===== src/rtl/ged_pkg.sv =====
// Shared types, register indexes and the code table for the encoder step decoder.
`timescale 1ns / 1ps
`default_nettype none

package ged_pkg;

  localparam int unsigned CODE_W  = 3;
  localparam int unsigned LIMIT_W = 4;
  localparam int unsigned IDLE_W  = 16;
  localparam int unsigned INDEX_W = 2;

  typedef logic [CODE_W-1:0]  code_t;
  typedef logic [LIMIT_W-1:0] limit_t;
  typedef logic [IDLE_W-1:0]  idle_t;
  typedef logic [INDEX_W-1:0] index_t;

  localparam index_t REG_JITTER_LIMIT = 2'd0;
  localparam index_t REG_IDLE_RELOAD  = 2'd1;

  localparam limit_t JITTER_LIMIT_RESET = 4'd7;
  localparam idle_t  IDLE_RELOAD_RESET  = 16'd255;

  typedef struct packed {
    logic  step_forward;
    code_t line_code;
  } result_t;

  // Successor of each code on the forward cycle 1-3-2-6-4-5; zero means none.
  function automatic code_t fwd_next(input code_t c);
    code_t n;
    begin
      unique case (c)
        3'd1:    n = 3'd3;
        3'd2:    n = 3'd6;
        3'd3:    n = 3'd2;
        3'd4:    n = 3'd5;
        3'd5:    n = 3'd1;
        3'd6:    n = 3'd4;
        default: n = 3'd0;
      endcase
      return n;
    end
  endfunction

endpackage

`default_nettype wire


===== src/rtl/ged_in_reg.sv =====
// Input register that holds one sample word until the step unit takes it.
`timescale 1ns / 1ps
`default_nettype none

module ged_in_reg (
  input  wire logic          clk,
  input  wire logic          rst,
  input  wire logic          in_valid,
  output logic               in_ready,
  input  wire ged_pkg::code_t line_sample,
  input  wire logic          take,
  output logic               held,
  output ged_pkg::code_t     sample
);
  import ged_pkg::*;

  assign in_ready = !held || take;

  always_ff @(posedge clk) begin
    if (rst) begin
      held <= 1'b0;
    end else if (in_ready) begin
      held <= in_valid;
    end
  end

  always_ff @(posedge clk) begin
    if (in_valid && in_ready) begin
      sample <= line_sample;
    end
  end

endmodule

`default_nettype wire


===== src/rtl/ged_step_unit.sv =====
// Configuration registers, decoder state and the per-sample step logic.
`timescale 1ns / 1ps
`default_nettype none

module ged_step_unit (
  input  wire logic            clk,
  input  wire logic            rst,
  input  wire logic            cfg_valid,
  input  wire ged_pkg::index_t cfg_index,
  input  wire ged_pkg::idle_t  cfg_data,
  input  wire logic            fire,
  input  wire ged_pkg::code_t  sample,
  output logic                 emit,
  output ged_pkg::result_t     result
);
  import ged_pkg::*;

  limit_t jitter_limit;
  idle_t  idle_reload;
  code_t  previous_code;
  limit_t hysteresis_count;
  idle_t  idle_countdown;

  code_t  previous_code_next;
  limit_t hysteresis_count_next;
  idle_t  idle_countdown_next;

  limit_t hyst_timed;
  logic   changed;
  logic   dir_fwd;
  logic   dir_rev;
  code_t  succ_prev;
  code_t  succ_code;

  always_ff @(posedge clk) begin
    if (rst) begin
      jitter_limit <= JITTER_LIMIT_RESET;
      idle_reload  <= IDLE_RELOAD_RESET;
    end else if (cfg_valid) begin
      unique case (cfg_index)
        REG_JITTER_LIMIT: jitter_limit <= cfg_data[LIMIT_W-1:0];
        REG_IDLE_RELOAD:  idle_reload  <= cfg_data;
        default:          ;
      endcase
    end
  end

  always_comb begin
    succ_prev = fwd_next(previous_code);
    succ_code = fwd_next(sample);
    changed   = sample != previous_code;
    dir_fwd   = (succ_prev != 3'd0) && (succ_prev == sample);
    dir_rev   = (succ_code != 3'd0) && (succ_code == previous_code);

    // The idle timer runs first; reaching zero re-centres the counter.
    idle_countdown_next = idle_countdown;
    hyst_timed          = hysteresis_count;
    if (idle_countdown != '0) begin
      idle_countdown_next = idle_countdown - idle_t'(1);
      if (idle_countdown == idle_t'(1)) begin
        hyst_timed = jitter_limit >> 1;
      end
    end

    hysteresis_count_next = hyst_timed;
    previous_code_next    = previous_code;
    emit                  = 1'b0;
    result.step_forward   = dir_fwd;
    result.line_code      = sample;

    if (changed) begin
      idle_countdown_next = idle_reload;
      previous_code_next  = sample;
      if (dir_fwd) begin
        if (hyst_timed >= jitter_limit) begin
          emit = 1'b1;
        end else begin
          hysteresis_count_next = hyst_timed + limit_t'(1);
        end
      end else if (dir_rev) begin
        if (hyst_timed == '0) begin
          emit = 1'b1;
        end else begin
          hysteresis_count_next = hyst_timed - limit_t'(1);
        end
      end
    end
  end

  always_ff @(posedge clk) begin
    if (rst) begin
      previous_code    <= '0;
      hysteresis_count <= '0;
      idle_countdown   <= '0;
    end else if (fire) begin
      previous_code    <= previous_code_next;
      hysteresis_count <= hysteresis_count_next;
      idle_countdown   <= idle_countdown_next;
    end
  end

endmodule

`default_nettype wire


===== src/rtl/ged_out_reg.sv =====
// Result register that holds one step word until the consumer takes it.
`timescale 1ns / 1ps
`default_nettype none

module ged_out_reg (
  input  wire logic             clk,
  input  wire logic             rst,
  input  wire logic             load,
  input  wire ged_pkg::result_t result,
  output logic                  room,
  output logic                  out_valid,
  input  wire logic             out_ready,
  output logic                  step_forward,
  output ged_pkg::code_t        line_code
);
  import ged_pkg::*;

  assign room = !out_valid || out_ready;

  always_ff @(posedge clk) begin
    if (rst) begin
      out_valid <= 1'b0;
    end else if (room) begin
      out_valid <= load;
    end
  end

  always_ff @(posedge clk) begin
    if (room && load) begin
      step_forward <= result.step_forward;
      line_code    <= result.line_code;
    end
  end

endmodule

`default_nettype wire


===== src/rtl/gray_encoder_step_decoder_top.sv =====
// Top level of the three-line Gray-code encoder step decoder.
//
//   channel   direction  handshake              payload
//   in        sink       in_valid / in_ready    line_sample
//   out       source     out_valid / out_ready  step_forward, line_code
//   cfg       sink       cfg_valid / cfg_ready  cfg_index, cfg_data
//
// A sample word is taken into the input register, then processed into the result
// register once that has room; a step word is loaded only when the sample makes a step.
// One sample word is accepted per cycle while the result register does not stall; the state update is a single pass.
// Reset clears the state, the handshakes, and loads the register defaults.
// A full result register that is not taken stalls the input register.
`timescale 1ns / 1ps
`default_nettype none

module gray_encoder_step_decoder_top (
  input  wire logic            clk,
  input  wire logic            rst,
  input  wire logic            in_valid,
  output logic                 in_ready,
  input  wire ged_pkg::code_t  line_sample,
  output logic                 out_valid,
  input  wire logic            out_ready,
  output logic                 step_forward,
  output ged_pkg::code_t       line_code,
  input  wire logic            cfg_valid,
  output logic                 cfg_ready,
  input  wire ged_pkg::index_t cfg_index,
  input  wire ged_pkg::idle_t  cfg_data
);
  import ged_pkg::*;

  logic    held;
  logic    room;
  logic    fire;
  logic    emit;
  code_t   sample;
  result_t result;

  assign cfg_ready = 1'b1;
  assign fire      = held && room;

  ged_in_reg u_in_reg (
    .clk         (clk),
    .rst         (rst),
    .in_valid    (in_valid),
    .in_ready    (in_ready),
    .line_sample (line_sample),
    .take        (fire),
    .held        (held),
    .sample      (sample)
  );

  ged_step_unit u_step_unit (
    .clk       (clk),
    .rst       (rst),
    .cfg_valid (cfg_valid),
    .cfg_index (cfg_index),
    .cfg_data  (cfg_data),
    .fire      (fire),
    .sample    (sample),
    .emit      (emit),
    .result    (result)
  );

  ged_out_reg u_out_reg (
    .clk          (clk),
    .rst          (rst),
    .load         (fire && emit),
    .result       (result),
    .room         (room),
    .out_valid    (out_valid),
    .out_ready    (out_ready),
    .step_forward (step_forward),
    .line_code    (line_code)
  );

endmodule

`default_nettype wire


===== config.mk =====
export PLATFORM = sky130hd
export DESIGN_NAME = gray_encoder_step_decoder_top
export DESIGN_NICKNAME = d
export VERILOG_FILES = /design/src/rtl/ged_pkg.sv /design/src/rtl/ged_in_reg.sv /design/src/rtl/ged_step_unit.sv /design/src/rtl/ged_out_reg.sv /design/src/rtl/gray_encoder_step_decoder_top.sv
export SDC_FILE = /design/constraint.sdc
export NUM_CORES = 1
export LEC_CHECK = 0
export BUFFER_PORTS_ARGS = -buffer_cell sky130_fd_sc_hd__buf_2
export CAP_MARGIN = 0
export CORE_MARGIN = 2
export CORE_UTILIZATION = 45
export CTS_CLUSTER_SIZE = 40
export DETAILED_ROUTE_END_ITERATION = 12
export PLACE_DENSITY = 0.66
export SLEW_MARGIN = 20
export SYNTH_ARGS = -nofsm -noshare
export SYNTH_HDL_FRONTEND = slang
export SYNTH_SLANG_ARGS = --single-unit

===== constraint.sdc =====
create_clock -name clk -period 2.95 [get_ports clk]
set_input_delay 0.1475 -clock clk [delete_from_list [all_inputs] [get_ports clk]]
set_output_delay 0.1475 -clock clk [all_outputs]
set_load 0.03 [all_outputs]

# Word-level counts from Yosys, hierarchy flattened
# Index checks and enable logic that the tools add are counted.
# word_totals
word_cells	67
reg_bits	52
output_inout_bits	7
# classes
reduce_logical	20
order_cmp	1
n_eq_ne	17
n_addsub	3
muxes	16
# op_table
operator	n
one-hot mux 3 bit (6 select lines)	2
2-to-1 mux 16 bit	2
2-to-1 mux 4 bit	7
== test 3 bit, second input constant	6
== test 16 x 1 -> 1 bit, second input constant	1
nonzero test 16 bit	1
subtractor 16 x 1 -> 16 bit, second input constant	1
== test 3 x 2 -> 1 bit, second input constant	4
AND reduction 2 bit	4
== test 3 x 1 -> 1 bit, second input constant	2
== test 3 bit	2
logical AND 1 bit	6
nonzero test 3 bit	2
2-to-1 mux 1 bit	5
adder 4 x 1 -> 4 bit, second input constant	1
greater-or-equal comparator 4 bit	1
zero test 4 bit	1
subtractor 4 x 1 -> 4 bit, second input constant	1
inequality test 3 bit	1
== test 2 x 1 -> 1 bit, second input constant	1
zero test 1 bit	2
zero test 2 bit	1
logical OR 1 bit	2
nonzero test 2 bit	1

# Logic depth before layout (Yosys ltp)
# logic_depth
depth_word	10
ltp_mapped	13
ltp_nobuf	13

# Modules after synthesis
# Synthesis repeated with hierarchy kept, for this count alone.
# hier_totals
hier_cells	358
area_unflattened_um2	2965.3
# modules_own_cells
mod	cells_each	area_per_inst_um2	seq_area_each_um2	instances
ged_step_unit	337	2621.3	860.8	1
ged_out_reg	9	175.2	140.1	1
ged_in_reg	8	145.1	110.1	1
gray_encoder_step_decoder_top	4	23.8	0.0	1

# Worst setup path before layout
# Ideal clock, no wire load.
# synth_timing
kind	register to register
from	register u_step_unit.idle_countdown[0]
to	register u_step_unit.hysteresis_count[1]
stages_incl_launch_ff	13
slack_ps	-77
arrival_ps	2911
cell_sequence	dfxtp_1 -> inv_1 -> ha_1 -> nor4b_2 -> nand4_2 -> a21oi_1 -> ha_1 -> nand2b_1 -> a211oi_1 -> o21ai_0 -> nand2b_1 -> o211a_1 -> o211a_1
# synth_between
elab_chain_cells	8
elab_cells_between_ends	13
# synth_lines
item	line	source
start, declared	ged_step_unit.sv:22	idle_t idle_countdown;
start signal, assigned	ged_step_unit.sv:98	idle_countdown <= idle_countdown_next;
== test 16 x 1 -> 1 bit	ged_step_unit.sv:60	if (idle_countdown == idle_t'(1)) begin
2-to-1 mux 4 bit	ged_step_unit.sv:60	
2-to-1 mux 4 bit (*)	ged_step_unit.sv:58	if (idle_countdown != '0) begin
subtractor 4 x 1 -> 4 bit / zero test 4 bit (equally long branches)	ged_step_unit.sv:84, ged_step_unit.sv:81	
2-to-1 mux 4 bit	ged_step_unit.sv:81	if (hyst_timed == '0) begin
2-to-1 mux 4 bit	ged_step_unit.sv:80	end else if (dir_rev) begin
2-to-1 mux 4 bit	ged_step_unit.sv:74	if (dir_fwd) begin
2-to-1 mux 4 bit (*)	ged_step_unit.sv:71	if (changed) begin
end signal, assigned	ged_step_unit.sv:97	hysteresis_count <= hysteresis_count_next;
end, declared	ged_step_unit.sv:21	limit_t hysteresis_count;
# Every way passes the cells marked *; elsewhere a longest branch is shown, timed or not.
# A chain may end at the register's enable or synchronous reset.

# Worst setup path in the final report
# layout_timing
from	register u_step_unit.idle_countdown[1]
to	register u_step_unit.hysteresis_count[1]
# The elaborated chain is that of the path after synthesis.

==> results.cfg <==
[cts]
htree_levels = 2
clk_pin_slew_ns = 0.10
root_buffer = clkbuf_8
cts_tree = yes
numCtsBuffers = 5
clock_path_buffers = 2
clk_latency_ns = 0.31
cts_num_sinks = 52

[sta]
fin_crit_sh = 0.960
fin_skew_ns = 0.00565
period_minus_slack_ns = 2.83
finalSetupTns_ns = 0
finalHoldViolations = 0
max_freq_mhz = 353
relSlewSlack = 0.431
rsz0062_at_grt = yes
tightest_slew_ns = 0.854
final-setup-viol-count = 0
report.final.slew_viol_count = 0

[finish]
final_nets = 443
layout-drive-gt1-share = 0.225
stdcell_count = 486
antenna_cells = 0
finish.utilization = 0.553
synthToLayoutAreaGrowth_pct = 18.6
n_fill_cell = 580

[critical_path]
start_kind = register
reg2reg_to = u_step_unit.hysteresis_count[1]
r2r_start = u_step_unit.idle_countdown[1]
crit_end = u_step_unit.hysteresis_count[1]
cp-startpoint = u_step_unit.idle_countdown[1]
crit_chain = inv_1 > ha_2 > nor4b_4 > nand4_4 > buf_6 > a21o_1 > ha_1 > a211oi_2 > o21ai_2 > nand2b_4 > o211a_1 > o211a_1
path_class = register to register
reg2reg_depth = 12
r2r_slack_ns = 0.12
crit_fanout = 5
critPathMaxStageDelay_ns = 0.34
cp_slowest_cell = dfxtp_1
required_ns = 3.17
crit_path_frequent_cell = o211a_1
endpoint_kind = register
cp.arrival_ns = 3.05

[synth]
synth.top_cell.area_share = 0.304
synth_area_um2 = 2960
syn_inst = 363
synth_top_area_cell = dfxtp_1
yosysSeqAreaShare = 0.375
synth_edf_count = 7
synth.ff_latch_count = 52
synth.top_cells.by_area = dfxtp_1 (30%), nand2_1 (7.6%), edfxtp_1 (7.1%)
async_flop_share = 0
synthDistinctLibCells = 57
syn_avg_cell_area_um2 = 8.15
ys_warn_count = 0
synth_fp_nets = 398
synthFlopType = dfxtp_1

[drt]
via_count = 2821
drt_iter0_drc = 140
routed_wl_um = 7440
viasPerCell = 5.80
drc = 0
routedWlPerCell_um = 15.3
met3_length_um = 402
dr.pass1.iters = 4
wl_met2_um = 3610
ant_nets = 0
wl_met1_um = 3310
top_layer_used = met4

[floorplanning]
die_area_um2 = 7240
fp.coreArea_um2 = 6350
start_util = 0.466
die_w_um = 85.1
pin_count = 33
die_h_um = 85.1
rows = 29

[global_route]
grt_max_degree = 31
globalRouteOverflowTotal = 0
grt_pass1_wl_um = 12400
antenna_found_initial = 0
grt_usage = 0.211
grt_pass1_vias = 2636

[outcome]
status = complete, no violations

[flow_run]
maxCapViolCount = 0

[placement]
routabilityCongestion = 0.892
io_buffers = 31
dp_cells = 475
dpl.hpwl_um = 5040

[hold_path]
hp-class = primary input to register

[power_and_ir_drop]
p_leak_uw = 0.00143
p_per_area_nw_per_um2 = 443
vdd_drop_max_uv = 241
-- power by group --
part / switching [uW] / internal, uW
sequential: 36.5 / 752
combinational: 195 / 150
clock: 256 / 167
-- cells by family (layout without fill, tap and decap cells) --
logic type      after synthesis  in the layout  synth area share
compound gates              101            101             0.227
xor+xnor                      4              4            0.0118
fa+ha+maj                     9              9            0.0381
buf+inv                      33             79            0.0474
flops                        52             52             0.375
mux                           4              4            0.0144
other cells                   1              1           0.00127
simple gates                159            159             0.284
-- repair_timing --
item                                   CTS  global route
resized for setup                        6            13
pin swaps                                3             6
hold buffers                             2             1
setup buffers                            0             0
setup endpoints to repair                5             9
endpoints found under the hold margin    2             1
-- worst max-delay path: cells and delay by family, from the launching register on --
family	cells	cell delay [ns]
adders and majority gates	2	0.51
AOI/OAI and AO/OA	5	1.03
DFF	1	0.34
buffers and inverters	2	0.25
and+or+nand+nor	3	0.62
-- cell type report --
class	instances	area [um2]	share of cell area
Timing Repair Buffer	60	384	0.109
Multi-Input combinational cell	278	1790	0.510
Inverter	11	41.3	0.0118
Tap cell	77	96.3	0.0274
Clock inverter	3	17.5	0.00499
Sequential cell	52	1110	0.317
Clock buffer	5	68.8	0.0196
-- state kept, by name (all words and copies together), names as in the netlist --
signal                        count
u_step_unit.idle_reload          16
u_step_unit.hysteresis_count      4
u_in_reg.held                     1
u_out_reg.line_code               3
u_step_unit.previous_code         3
u_step_unit.idle_countdown       16
u_out_reg.out_valid               1
u_in_reg.sample                   3
u_out_reg.step_forward            1
u_step_unit.jitter_limit          4
-- stage by stage --
| stage | setup WS, ns | hold WS (ns) | instance area [um2] | power, uW |
|---|---|---|---|---|
| finish | 0.119 | 0.0354 | 3510 | 1560 |
| global route | -0.0289 | 0.0361 | 3510 | 1630 |
| CTS | 0.0145 | 0.00339 | 3440 | 1540 |
| detailed placement | -0.0418 | 0.326 | 3310 | 1120 |
| global placement | 0.0281 | 0.325 | 3310 | 1120 |
| floorplan | 0.00231 | 0.246 | 2960 | 1010 |
-- worst min-delay path by stage --
stage                   start                          to  slack (ns)  cells after the start
6_report          cfg_data[6]  u_step_unit.idle_reload[6]        0.04                      3
5_1_grt           cfg_data[5]  u_step_unit.idle_reload[5]        0.04                      3
4_1_cts        line_sample[1]          u_in_reg.sample[1]       0.003                      1
3_5_place_dp   line_sample[0]          u_in_reg.sample[0]        0.33                      1
3_3_place_gp   line_sample[0]          u_in_reg.sample[0]        0.33                      1
2_1_floorplan  line_sample[0]          u_in_reg.sample[0]        0.25                      0
-- layer usage --
metal / vias to the layer above / GRT usage
met5: - / 0
met4: 0 / 0.0779
met3: 11 / 0.0389
met2: 85 / 0.348
met1: 1311 / 0.274
li1: 1414 / -
-- Yosys cell counts, drive strengths merged (5+ instances only) --
library cell  instances
a21oi                33
a22oi                 5
ha                    9
a211oi                5
nand3                13
nand2b                5
o211ai                5
dfxtp                45
edfxtp                7
a31oi                 5
nand4                 7
clkbuf               15
o21ai                25
buf                   7
nand2                60
inv                  11
nor2                 26
nor3                  8
nor4                  9
-- placed cells by master, fill, tap and decap left out, drive strengths merged, types with 3 or more instances in the layout --
| cell | count |
|---|---|
| a211oi | 5 |
| a21oi | 33 |
| a221oi | 3 |
| a22o | 4 |
| a22oi | 5 |
| a31oi | 5 |
| and2 | 3 |
| and4 | 3 |
| buf | 57 |
| clkbuf | 5 |
| dfxtp | 45 |
| dlygate4sd3 | 3 |
| edfxtp | 7 |
| ha | 9 |
| inv | 12 |
| nand2 | 60 |
| nand2b | 5 |
| nand3 | 13 |
| nand3b | 4 |
| nand4 | 7 |
| nor2 | 26 |
| nor3 | 8 |
| nor3b | 3 |
| nor4 | 9 |
| nor4bb | 3 |
| o211a | 3 |
| o211ai | 5 |
| o21ai | 25 |
| or3 | 4 |
| or4 | 3 |
(Power assumes the default switching activity.)
